[src/hdl/spsd_pkg.sv]
package spsd_pkg;

  // Opcodes of an input item.
  typedef enum logic [1:0] {
    OP_SAMPLE = 2'd0,
    OP_TICK   = 2'd1,
    OP_POLL   = 2'd2,
    OP_NONE   = 2'd3
  } opcode_e;

  // Configuration register file.
  localparam int unsigned CFG_IDX_W  = 1;
  localparam int unsigned CFG_DATA_W = 16;
  localparam logic [CFG_IDX_W-1:0] REG_SILENCE_FLOOR = 1'b0;
  localparam logic [CFG_IDX_W-1:0] REG_HOLD_TICKS    = 1'b1;

  localparam logic [CFG_DATA_W-1:0] FLOOR_RESET = 16'd130;
  localparam logic [CFG_DATA_W-1:0] HOLD_RESET  = 16'd400;

  // Millisecond counter.
  localparam int unsigned TICK_W = 16;

  // Per-transfer strobes from the input side to the lanes and the merge stage.
  typedef struct packed {
    logic sample;
    logic tick;
    logic poll;
  } ctl_t;

endpackage

[src/hdl/spsd_if.sv]
interface spsd_in_if #(
  parameter int unsigned SAMPLE_BITS = 16
);
  logic                          valid;
  logic                          ready;
  spsd_pkg::opcode_e             opcode;
  logic signed [SAMPLE_BITS-1:0] left_sample;
  logic signed [SAMPLE_BITS-1:0] right_sample;

  modport source (output valid, output opcode, output left_sample,
                  output right_sample, input ready);
  modport sink (input valid, input opcode, input left_sample,
                input right_sample, output ready);
endinterface

interface spsd_out_if #(
  parameter int unsigned SAMPLE_BITS = 16
);
  logic                   valid;
  logic                   ready;
  logic [SAMPLE_BITS-1:0] level;
  logic                   beam_on;
  logic                   beam_changed;

  modport source (output valid, output level, output beam_on,
                  output beam_changed, input ready);
  modport sink (input valid, input level, input beam_on,
                input beam_changed, output ready);
endinterface

[src/hdl/spsd_lane.sv]
module spsd_lane #(
  parameter int unsigned SAMPLE_BITS = 16
) (
  input  logic                          clk_i,
  input  logic                          rst_ni,
  input  spsd_pkg::ctl_t                ctl_i,
  input  logic signed [SAMPLE_BITS-1:0] sample_i,
  output logic        [SAMPLE_BITS-1:0] peak_o
);
  import spsd_pkg::*;

  logic [SAMPLE_BITS-1:0] mag;
  logic [SAMPLE_BITS-1:0] peak_d, peak_q;

  // Magnitude of the sample; the most negative code wraps to 2^(N-1) unsigned.
  assign mag = sample_i[SAMPLE_BITS-1] ? (~sample_i + 1'b1) : sample_i;

  // Running peak, cleared by a poll.
  always_comb begin
    peak_d = peak_q;
    if (ctl_i.poll) begin
      peak_d = '0;
    end else if (ctl_i.sample && (mag > peak_q)) begin
      peak_d = mag;
    end
  end

  always_ff @(posedge clk_i or negedge rst_ni) begin
    if (!rst_ni) begin
      peak_q <= '0;
    end else begin
      peak_q <= peak_d;
    end
  end

  assign peak_o = peak_q;

endmodule

[src/hdl/spsd_merge.sv]
module spsd_merge #(
  parameter int unsigned SAMPLE_BITS = 16
) (
  input  logic                              clk_i,
  input  logic                              rst_ni,
  input  spsd_pkg::ctl_t                    ctl_i,
  input  logic [SAMPLE_BITS-1:0]            peak_left_i,
  input  logic [SAMPLE_BITS-1:0]            peak_right_i,
  input  logic [spsd_pkg::CFG_DATA_W-1:0]   floor_i,
  input  logic [spsd_pkg::CFG_DATA_W-1:0]   hold_i,
  input  logic                              out_ready_i,
  output logic                              out_valid_o,
  output logic [SAMPLE_BITS-1:0]            level_o,
  output logic                              beam_on_o,
  output logic                              beam_changed_o
);
  import spsd_pkg::*;

  localparam int unsigned CMP_W = (SAMPLE_BITS > CFG_DATA_W) ? SAMPLE_BITS : CFG_DATA_W;

  logic [SAMPLE_BITS-1:0] level;
  logic                   hit;
  logic                   live;
  logic [TICK_W-1:0]      ticks_d, ticks_q;
  logic                   seen_d, seen_q;
  logic                   lit_d, lit_q;
  logic                   out_valid_d, out_valid_q;
  logic [SAMPLE_BITS-1:0] level_q;
  logic                   beam_q;
  logic                   chg_q;

  // Combine the lanes and judge the level against the floor.
  assign level = (peak_left_i > peak_right_i) ? peak_left_i : peak_right_i;
  assign hit   = CMP_W'(level) > CMP_W'(floor_i);
  assign live  = (seen_q || hit) && ((hit ? '0 : ticks_q) < hold_i);

  // Silence counter, signal flag and beam state.
  always_comb begin
    ticks_d = ticks_q;
    seen_d  = seen_q;
    lit_d   = lit_q;
    if (ctl_i.tick && (ticks_q != '1)) begin
      ticks_d = ticks_q + 1'b1;
    end
    if (ctl_i.poll) begin
      if (hit) begin
        ticks_d = '0;
        seen_d  = 1'b1;
      end
      lit_d = live;
    end
  end

  // Output register: loaded by a poll, emptied by an output transfer.
  always_comb begin
    out_valid_d = out_valid_q;
    if (ctl_i.poll) begin
      out_valid_d = 1'b1;
    end else if (out_ready_i) begin
      out_valid_d = 1'b0;
    end
  end

  always_ff @(posedge clk_i or negedge rst_ni) begin
    if (!rst_ni) begin
      ticks_q     <= '0;
      seen_q      <= 1'b0;
      lit_q       <= 1'b0;
      out_valid_q <= 1'b0;
    end else begin
      ticks_q     <= ticks_d;
      seen_q      <= seen_d;
      lit_q       <= lit_d;
      out_valid_q <= out_valid_d;
    end
  end

  always_ff @(posedge clk_i) begin
    if (ctl_i.poll) begin
      level_q <= level;
      beam_q  <= live;
      chg_q   <= live ^ lit_q;
    end
  end

  assign out_valid_o    = out_valid_q;
  assign level_o        = level_q;
  assign beam_on_o      = beam_q;
  assign beam_changed_o = chg_q;

`ifndef SYNTHESIS
  // A poll always leaves a result waiting.
  a_poll_result: assert property (@(posedge clk_i) disable iff (!rst_ni)
    ctl_i.poll |=> out_valid_q) else $error("poll gave no result");

  // A level above the floor at a poll restarts the silence count.
  a_hit_clears: assert property (@(posedge clk_i) disable iff (!rst_ni)
    (ctl_i.poll && hit) |=> (ticks_q == '0) && seen_q) else $error("count not restarted");

  // The reported beam state is the one kept for the next poll.
  a_beam_kept: assert property (@(posedge clk_i) disable iff (!rst_ni)
    ctl_i.poll |=> (lit_q == beam_q) && (chg_q == (beam_q != $past(lit_q))))
    else $error("beam state mismatch");

  // The beam cannot be lit before any signal was seen.
  a_dark_unseen: assert property (@(posedge clk_i) disable iff (!rst_ni)
    !seen_q |-> !lit_q) else $error("beam lit without signal");
`endif

endmodule

[src/hdl/stereo_peak_silence_detector.sv]
// Stereo peak detector with silence hold.
//
// Input channel (in_if): one transfer per item. A sample item updates the
// running absolute peak of each channel, a tick item advances the saturating
// millisecond count, and a poll item reads and clears both peaks. Opcode 3 is
// dropped without effect. Only a poll returns a result on out_if: the larger
// peak as level, the beam state and whether that state changed.
// Configuration: cfg_we_i writes cfg_data_i into register cfg_idx_i
// (0 silence floor, 1 hold time in ticks); the user must write only while
// the block is idle, which the block does not enforce. Latency: a poll's
// result is valid the cycle after its transfer. Throughput: one item per
// cycle but for a waiting poll; the two channel lanes and the merge stage
// each finish their work in the cycle of the transfer. Stall: the single
// output register holds a result until it is taken. While it is full and
// out_if.ready is low, a poll waits; samples and ticks still transfer at
// full rate. Reset: peaks and count clear, no signal seen, beam dark, floor
// 130 and hold time 400.
module stereo_peak_silence_detector #(
  parameter int unsigned SAMPLE_BITS = 16
) (
  input  logic                              clk_i,
  input  logic                              rst_ni,
  spsd_in_if.sink                           in_if,
  spsd_out_if.source                        out_if,
  input  logic                              cfg_we_i,
  input  logic [spsd_pkg::CFG_IDX_W-1:0]    cfg_idx_i,
  input  logic [spsd_pkg::CFG_DATA_W-1:0]   cfg_data_i
);
  import spsd_pkg::*;

  ctl_t                   ctl;
  logic                   xfer;
  logic [CFG_DATA_W-1:0]  floor_q, floor_d;
  logic [CFG_DATA_W-1:0]  hold_q, hold_d;
  logic [SAMPLE_BITS-1:0] peak_left, peak_right;

  // Accept unless a poll would overwrite a result that is still waiting.
  assign in_if.ready = !out_if.valid || out_if.ready || (in_if.opcode != OP_POLL);
  assign xfer        = in_if.valid && in_if.ready;

  always_comb begin
    ctl = '0;
    case (in_if.opcode)
      OP_SAMPLE: ctl.sample = xfer;
      OP_TICK:   ctl.tick   = xfer;
      OP_POLL:   ctl.poll   = xfer;
      default:   ctl        = '0;
    endcase
  end

  // Configuration registers.
  always_comb begin
    floor_d = floor_q;
    hold_d  = hold_q;
    if (cfg_we_i) begin
      case (cfg_idx_i)
        REG_SILENCE_FLOOR: floor_d = cfg_data_i;
        REG_HOLD_TICKS:    hold_d  = cfg_data_i;
        default:           floor_d = floor_q;
      endcase
    end
  end

  always_ff @(posedge clk_i or negedge rst_ni) begin
    if (!rst_ni) begin
      floor_q <= FLOOR_RESET;
      hold_q  <= HOLD_RESET;
    end else begin
      floor_q <= floor_d;
      hold_q  <= hold_d;
    end
  end

  // One peak lane per channel.
  spsd_lane #(.SAMPLE_BITS(SAMPLE_BITS)) u_lane_left (
    .clk_i    (clk_i),
    .rst_ni   (rst_ni),
    .ctl_i    (ctl),
    .sample_i (in_if.left_sample),
    .peak_o   (peak_left)
  );

  spsd_lane #(.SAMPLE_BITS(SAMPLE_BITS)) u_lane_right (
    .clk_i    (clk_i),
    .rst_ni   (rst_ni),
    .ctl_i    (ctl),
    .sample_i (in_if.right_sample),
    .peak_o   (peak_right)
  );

  // Merge the lanes and run the silence hold.
  spsd_merge #(.SAMPLE_BITS(SAMPLE_BITS)) u_merge (
    .clk_i          (clk_i),
    .rst_ni         (rst_ni),
    .ctl_i          (ctl),
    .peak_left_i    (peak_left),
    .peak_right_i   (peak_right),
    .floor_i        (floor_q),
    .hold_i         (hold_q),
    .out_ready_i    (out_if.ready),
    .out_valid_o    (out_if.valid),
    .level_o        (out_if.level),
    .beam_on_o      (out_if.beam_on),
    .beam_changed_o (out_if.beam_changed)
  );

endmodule
[src/flat_wrapper.sv]
// flat-port wrapper written by rule: the top's interface ports become plain ports
module stereo_peak_silence_detector_flat import spsd_pkg::*;
#(
  parameter int unsigned SAMPLE_BITS = 16
)
  (clk_i, rst_ni, cfg_we_i, cfg_idx_i, cfg_data_i, in_if_valid, in_if_opcode, in_if_left_sample, in_if_right_sample, in_if_ready, out_if_valid, out_if_level, out_if_beam_on, out_if_beam_changed, out_if_ready);
  spsd_in_if #(.SAMPLE_BITS(SAMPLE_BITS)) in_if_i ();
  spsd_out_if #(.SAMPLE_BITS(SAMPLE_BITS)) out_if_i ();
  input  logic clk_i;
  input  logic rst_ni;
  input  logic cfg_we_i;
  input  logic [spsd_pkg::CFG_IDX_W-1:0] cfg_idx_i;
  input  logic [spsd_pkg::CFG_DATA_W-1:0] cfg_data_i;
  input wire logic [$bits(in_if_i.valid)-1:0] in_if_valid;
  input wire logic [$bits(in_if_i.opcode)-1:0] in_if_opcode;
  input wire logic [$bits(in_if_i.left_sample)-1:0] in_if_left_sample;
  input wire logic [$bits(in_if_i.right_sample)-1:0] in_if_right_sample;
  output wire logic [$bits(in_if_i.ready)-1:0] in_if_ready;
  output wire logic [$bits(out_if_i.valid)-1:0] out_if_valid;
  output wire logic [$bits(out_if_i.level)-1:0] out_if_level;
  output wire logic [$bits(out_if_i.beam_on)-1:0] out_if_beam_on;
  output wire logic [$bits(out_if_i.beam_changed)-1:0] out_if_beam_changed;
  input wire logic [$bits(out_if_i.ready)-1:0] out_if_ready;
  assign in_if_i.valid = in_if_valid;
  assign in_if_i.opcode = in_if_opcode;
  assign in_if_i.left_sample = in_if_left_sample;
  assign in_if_i.right_sample = in_if_right_sample;
  assign in_if_ready = in_if_i.ready;
  assign out_if_valid = out_if_i.valid;
  assign out_if_level = out_if_i.level;
  assign out_if_beam_on = out_if_i.beam_on;
  assign out_if_beam_changed = out_if_i.beam_changed;
  assign out_if_i.ready = out_if_ready;
  stereo_peak_silence_detector #(.SAMPLE_BITS(SAMPLE_BITS)) u_core (.clk_i(clk_i), .rst_ni(rst_ni), .in_if(in_if_i), .out_if(out_if_i), .cfg_we_i(cfg_we_i), .cfg_idx_i(cfg_idx_i), .cfg_data_i(cfg_data_i));
endmodule
[config.mk]
export PLATFORM = sky130hd
export DESIGN_NAME = stereo_peak_silence_detector_flat
export DESIGN_NICKNAME = d
export VERILOG_FILES = /design/src/hdl/spsd_pkg.sv /design/src/hdl/spsd_if.sv /design/src/hdl/spsd_lane.sv /design/src/hdl/spsd_merge.sv /design/src/hdl/stereo_peak_silence_detector.sv /design/src/flat_wrapper.sv
export SDC_FILE = /design/constraint.sdc
export NUM_CORES = 1
export LEC_CHECK = 0
export BUFFER_PORTS_ARGS = -buffer_cell sky130_fd_sc_hd__buf_2
export CELL_PAD_IN_SITES_DETAIL_PLACEMENT = 1
export CELL_PAD_IN_SITES_GLOBAL_PLACEMENT = 2
export CORE_MARGIN = 4
export CORE_UTILIZATION = 34
export DETAILED_ROUTE_END_ITERATION = 7
export GPL_TIMING_DRIVEN = 1
export PLACE_DENSITY_LB_ADDON = 0.15
export SYNTH_ARGS = -nofsm -noshare
export SYNTH_HDL_FRONTEND = slang
export SYNTH_SLANG_ARGS = --single-unit
[constraint.sdc]
create_clock -name clk_i -period 4.9 [get_ports clk_i]
set_input_delay 0.735 -clock clk_i [delete_from_list [all_inputs] [get_ports clk_i]]
set_output_delay 0.735 -clock clk_i [all_outputs]
set_load 0.02 [all_outputs]
==> results of run 1 <==
-- synth_stat cells (all sizes together) (14+ instances only) --
cell type / count / area [µm²]
nand3: 19 / 95.1
edfxtp: 18 / 541
o21ai: 35 / 175
dfrtp: 78 / 1950
nor2b: 16 / 100
mux2i: 18 / 180
a21oi: 26 / 134
nand2b: 14 / 87.6
xor2: 16 / 140
inv: 71 / 267
xnor2: 26 / 228
mux2: 35 / 398
ha: 82 / 1030
nand4: 18 / 113
nor2: 54 / 203
nand2: 61 / 229
-- state kept, by name, summed over array words and instances, names as in the netlist --
name,flops
u_core.floor_q,16
u_core.u_merge.ticks_q,16
u_core.u_lane_left.peak_o,16
u_core.u_merge.out_valid_o,1
u_core.u_merge.lit_q,1
u_core.u_merge.seen_q,1
u_core.u_merge.beam_changed_o,1
u_core.hold_q,16
u_core.u_lane_right.peak_o,16
u_core.u_merge.level_o,16
u_core.u_merge.beam_on_o,1
-- metal layers --
metal  up-vias  global-route usage (%)
li1       2741                       -
met1      2754                    23.8
met2        98                    34.8
met3        31                    3.21
met4         0                    6.04
met5         -                       0
-- stage by stage --
| step | TNS (ns) | setup slack (ns) |
|---|---|---|
| after global routing | -1.93 | -0.672 |
| final | -1.25 | -0.452 |
| after floorplan | -0.0808 | -0.0808 |
| after global placement | -0.893 | -0.326 |
| after detailed placement | -1.43 | -0.496 |
| after CTS | -0.957 | -0.334 |
-- kinds of logic (layout without fill, tap and decap cells) --
family | Yosys count | count (layout) | share of synthesized area, %
adders and majority gates | 82 | 82 | 15.1
xor gates and xnor gates | 42 | 42 | 5.40
AOI/OAI and AO/OA | 109 | 109 | 10.7
and+or+nand+nor | 225 | 225 | 16.7
buffers and inverters | 88 | 238 | 5.18
DFF | 101 | 101 | 38.5
muxes | 53 | 53 | 8.49
-- placed cells by master (no fill, tap or decap), drive strengths merged, types with 8 or more instances in the layout --
cell and n:
a21o 8, a21oi 26, buf 150, clkbuf 10
dfrtp 78, edfxtp 18, ha 82, inv 76
mux2 35, mux2i 18, nand2 61, nand2b 14
nand3 19, nand4 18, nor2 54, nor2b 16
nor3 10, o21a 9, o21ai 35, xnor2 26
xor2 16
-- power groups by stage --
stage | combinational [µW] | clock, µW | sequential [µW]
after floorplan | 1180 | 0 | 1150
after global placement | 1940 | 0 | 1160
after detailed placement | 2020 | 0 | 1160
after CTS | 2370 | 764 | 1140
after global routing | 2790 | 799 | 1160
final | 2540 | 744 | 1140
-- layout make-up --
cell class | count | area, µm² | area share, %
clock buffers | 9 | 225 | 2.58
well taps | 265 | 332 | 3.80
multi-input cells | 511 | 4210 | 48.2
flip-flops and latches | 101 | 2620 | 30.1
repair buffers | 151 | 988 | 11.3
inverters | 71 | 267 | 3.06
clock inverters | 7 | 76.3 | 0.875
-- path summary, 6_finish.rpt --
kind | start | end
max | u_core.u_lane_right.peak_o[1] | u_core.u_merge.beam_on_o
min | rst_ni | u_core.floor_q[14]
max reg2reg | u_core.u_lane_right.peak_o[1] | u_core.u_merge.beam_on_o
min reg2reg | u_core.floor_q[1] | u_core.floor_q[1]
max in group asynchronous | rst_ni | u_core.u_lane_left.peak_o[15]
min in group clk_i | u_core.floor_q[1] | u_core.floor_q[1]
-- worst max-delay path: stages (launching register included) --
cell	delay, ns
dfrtp_1	0.37
inv_2	0.08
ha_4	0.20
nor2b_4	0.12
o21a_1	0.16
o21a_1	0.16
o21a_1	0.22
o41ai_4	0.42
a31oi_4	0.21
buf_8	0.22
mux2i_4	0.20
ha_1	0.29
nand4_1	0.12
buf_4	0.17
nor4_4	0.30
a221oi_4	0.14
a21oi_4	0.17
buf_6	0.14
and2b_1	0.20
ha_4	0.28
nand4_1	0.14
buf_4	0.18
nor4b_4	0.19
o21ai_1	0.11
o2111ai_2	0.12
buf_4	0.17
inv_2	0.03
-- what timing repair did --
item,in CTS,in global routing
setup buffers,6,5
endpoints found under the setup margin,3,3
cloned,2,0
pin swaps,17,23
hold endpoints to repair,0,0
resized for setup,35,24
==> metrics.md, run 1 <==
| Metric | Value |
|---|---|
| Status | `finished, violations left` |
| Failing checks | `negative setup slack` |
| Syn nets | `838` |
| Reg power frac | `25.8%` |
| Final Setup Violations | `3` |
| Wire per inst | `about 19 µm` |
| Clock Skews | `0.0203 ns` |
| Setup ws final | `-0.452 ns` |
| Initial Util | `34.8%` |
| Placement Cell Area | `roughly 8000 µm²` |
| CTS clk-pin slew, worst paths | `0.09 ns` |
| Headroom to the max-slew limit | `39.8%` |
| Hold_buf cts | `0` |
| Primary FF master, synth | `dfrtp_1` |
| Initial antenna violation count | `0` |
| Layout cell share with drive strength beyond 1 | `30.8%` |
| Comb power frac | `between 50% and 60%` |
| Fin. max-slew vios | `0` |
| Worst IR Drop VDD | `about 0.23 mV` |
| Worst min path class | `input port to async pin` |
| CTS root buf | `clkbuf_16` |
| Initial DRC Count | `193` |
| Fin cells | `approximately 1100` |
| Total length of routed met3 wires | `786 µm` |
| Flop and latch count out of synthesis | `101` |
| Vias per std cell | `5.04` |
| Critical path type | `flop to flop` |
| Power Dens Cells | `508 nW/µm²` |
| Routability Congestion | `between 0.9 and 1` |
| Clock share of power | `16.8%` |
| Flop-to-flop setup slack | `-0.45 ns` |
| Leakage power | `0.00405 µW` |
| Fill cells | `2280` |
| Sequential fraction of the synthesis area | `38.5%` |
| Post-DP HPWL | `16600 µm` |
| Worst slew pin tran | `~0.9 ns` |
| EDFF count, synth | `18` |
| Largest net degree at the start of global routing | `50` |
| Fin crit period | `5.35 ns` |
| Ant diodes | `0` |
| Horiz. Die Dim | `150 µm` |
| WL met1 | `8740 µm` |
| Design area | `8720 µm²` |
| Critical Path Sink Type | `flop` |
| Via Count | `roughly 5600` |
| Clock sink count | `101` |
| CP Data Arrival Time | `5.48 ns` |
| First-pass GRT wire length | `roughly 34000 µm` |
| Internal power | `2690 µW` |
| Yosys cell types | `a little under 60` |
| Drt drc | `0` |
| Top sig layer | `met4` |
| Area Overhead vs Synth | `28.0%` |
| Critical path launch point type | `flop` |
| Mapped Area | `6810 µm²` |
| Num CTS Buffers | `9` |
| Number of H-tree levels | `3` |
| Die Ht | `between 100 and 150 µm` |
| Async set-reset flop share out of synthesis | `82.2%` |
| CTS tree | `done` |
| Core ar. | `19600 µm²` |
| Max Cap Viol | `0` |
| Number of global-route vias before repair | `6296` |
| Die area | `roughly 22000 µm²` |
| Sw Pwr | `1740 µW` |
| Total Power | `about 4400 µW` |
| Maximum buffer depth of the clock tree | `2` |
| Routed WL | `roughly 21000 µm` |
| Row Count | `51` |
| Final cycle utilization of the critical path | `109%` |
| All-Layer GR Usage | `19.4%` |
| Fin Hold WS | `0.315 ns` |
| Crit Path Max Fanout | `7` |
| Unrepaired setup endpoints after global routing | `yes` |
| CP Data Required Time | `5.02 ns` |
| Post-route ant nets | `0` |
| Nets | `between 900 and 1000` |
| Core Util, Final | `44.5%` |
| Syn Inst Count | `700` |
| Syn. warnings | `0` |
| Total gr overflow | `0` |
| DR pass1 iterations | `4` |
| IO Port Bufs | `75` |
| Met2 routed WL | `10600 µm` |
| Clock Latency Late Sink | `0.37 ns` |
| I/O Pins | `76` |
| Final hold violations | `0` |
| Sw Ratio | `between 30% and 40%` |
| Syn Area/Cell | `9.73 µm²` |
| Fmax | `~190 MHz` |
| Reg2reg path depth | `26` |
| Placed Cells | `1088` |
Power figures use the tool's default switching activity.
==> inputs of run 2 (changes only) <==
--- a/config.mk
+++ b/config.mk
@@ -13,6 +13,7 @@
 export DETAILED_ROUTE_END_ITERATION = 7
 export GPL_TIMING_DRIVEN = 1
 export PLACE_DENSITY_LB_ADDON = 0.15
+export RECOVER_POWER = 100
 export SYNTH_ARGS = -nofsm -noshare
 export SYNTH_HDL_FRONTEND = slang
 export SYNTH_SLANG_ARGS = --single-unit
==> metrics.md, run 2 (synthesis results as in run 1) <==
| Metric | Value |
|---|---|
| Max Cap Viol | `1 (+1)` |
| Headroom to the max-slew limit | `-32.4% (-72 points)` |
| Die area | `22400 µm² (unchanged)` |
| Hold_buf cts | `0 (unchanged)` |
| CP Buf/Inv Count | `7 (unchanged)` |
| Fill cells | `2290 (+0.44%)` |
| Critical Path Sink Type | `flop` |
| Critical path launch point type | `flop` |
| Nets | `983 (unchanged)` |
| CP Data Arrival Time | `5.47 ns (about the same)` |
| Maximum buffer depth of the clock tree | `2 (unchanged)` |
| Routed WL | `20600 µm (about the same)` |
| Initial DRC Count | `183 (-5.2%)` |
| Area Overhead vs Synth | `27.4%` |
| Worst path slowest cell | `o41ai_4` |
| Slowest stage delay, CP | `0.42 ns (about the same)` |
| Vias per std cell | `5.04 (-0.14%)` |
| Post-route ant nets | `0 (unchanged)` |
| Fin Hold WS | `0.512 ns (+0.197 ns)` |
| Delay-heaviest family, CP | `compound AO/OA/AOI/OAI gates` |
| Final Setup Violations | `3 (unchanged)` |
| Fmax | `187 MHz (+0.18%)` |
| Commonest non-fill, non-tap cells in the layout | `dfrtp_1, ha_1, inv_1, buf_4, nand2_1` |
| CTS clk-pin slew, worst paths | `0.08 ns (about the same)` |
| Post-DP HPWL | `16600 µm (unchanged)` |
| Leakage power | `0.00398 µW (-1.7%)` |
| Final hold violations | `0 (unchanged)` |
| I/O Pins | `76 (unchanged)` |
| Row Count | `51 (unchanged)` |
| Number of H-tree levels | `3 (unchanged)` |
| Fin cells | `1115 (unchanged)` |
| IO Port Bufs | `75 (unchanged)` |
| Final cycle utilization of the critical path | `109% (-0.19 points)` |
| CTS tree | `done` |
| Power Dens Cells | `509 nW/µm² (+0.19%)` |
| Total gr overflow | `0 (unchanged)` |
| Worst IR Drop VDD | `0.230 mV (about the same)` |
| Placed Cells | `1088 (unchanged)` |
| Layout cell share with drive strength beyond 1 | `28.0% (-2.8 points)` |
| Core ar. | `19600 µm² (unchanged)` |
| Worst slew pin tran | `1.99 ns (+1.08 ns)` |
| Failing checks | `max-capacitance violations, max-slew violations, negative setup slack` |
| Wire per inst | `18.5 µm (about the same)` |
| Commonest non-fill, non-tap cell in the layout | `dfrtp_1` |
| Unrepaired setup endpoints after global routing | `yes` |
| Largest net degree at the start of global routing | `50 (unchanged)` |
| DR pass1 iterations | `4 (unchanged)` |
| Initial antenna violation count | `0 (unchanged)` |
| All-Layer GR Usage | `19.4% (unchanged)` |
| Routability Congestion | `0.906 (unchanged)` |
| Horiz. Die Dim | `150 µm (unchanged)` |
| Critical path type | `flop to flop` |
| Initial Util | `34.8% (unchanged)` |
| Status | `finished, violations left` |
| Number of global-route vias before repair | `6296 (unchanged)` |
| Crit Path Max Fanout | `7 (unchanged)` |
| Drt drc | `0 (unchanged)` |
| Fin crit period | `5.34 ns (-0.00955 ns)` |
| Ant diodes | `0 (unchanged)` |
| First-pass GRT wire length | `33900 µm (unchanged)` |
| Setup ws final | `-0.443 ns (+0.00955 ns)` |
| Die Ht | `150 µm (unchanged)` |
| Clock Skews | `0.0185 ns (-0.00181 ns)` |
| Clock sink count | `101 (unchanged)` |
| Via Count | `5616 (-0.14%)` |
| Clock Latency Late Sink | `0.36 ns (about the same)` |
| Fin. max-slew vios | `36 (+36)` |
| CTS root buf | `clkbuf_16` |
| Num CTS Buffers | `9 (unchanged)` |
| Worst min path class | `flop to flop` |
| CP Data Required Time | `5.02 ns (about the same)` |
-- run 2: changes by cell type in the layout (fill, tap and decap cells not counted), sizes merged --
cell / before / now
clkbuf: 10 / 35
buf: 150 / 125
-- run 2: path summary, 6_finish.rpt --
path	cells past startpoint	end	slack, ns	start
worst max-delay path	26	u_core.u_merge.beam_on_o	-0.44	u_core.u_lane_right.peak_o[1]
worst min-delay path	1	u_core.hold_q[5]	0.51	u_core.hold_q[5]
worst max register to register	26	u_core.u_merge.beam_on_o	-0.44	u_core.u_lane_right.peak_o[1]
worst min register to register	1	u_core.hold_q[5]	0.51	u_core.hold_q[5]
max in group asynchronous	2	u_core.u_lane_left.peak_o[15]	1.76	rst_ni
min in group asynchronous	1	u_core.floor_q[14]	0.92	rst_ni
-- run 2: cell type report --
cell class,count,area (µm²),area share [%]
Clock inverter,7,76.3,0.879
Inverter,71,267,3.07
Timing Repair Buffer,151,951,11.0
Clock buffer,9,225,2.59
Tap cell,265,332,3.82
Multi-Input combinational cell,511,4210,48.5
Sequential cell,101,2620,30.2
-- run 2: where the power goes --
group	total, µW	internal [µW]	switching (µW)	leakage (µW)
logic	2530	1270	1260	0.00261
registers	1140	1050	97.3	0.00122
clock network	739	365	374	0.000149
total	4410	2680	1730	0.00398
-- run 2: timing repair --
action                     4_1_cts  5_1_grt
buffers inserted                 6        5
pin swaps                       17       23
resized for setup               35       24
setup endpoints to repair        3        3
gates cloned                     2        0
-- run 2: layer usage --
metal	global-route usage, %	share of wire, %
met5	0	0
met3	3.21	3.0
met1	23.8	43
met2	34.8	51
met4	6.04	2.7
-- run 2: through the flow --
step	power [µW]	TNS (ns)	util (%)	instance area [µm²]	setup slack [ns]
finish	4410	-1.22	44.3	8680	-0.443
global route	4750	-1.93	44.3	8680	-0.672
CTS	4280	-0.957	43.6	8540	-0.334
global placement	3100	-0.893	40.7	7980	-0.326
floorplan	2330	-0.0808	-	6880	-0.0808
detailed placement	3180	-1.43	40.7	7980	-0.496
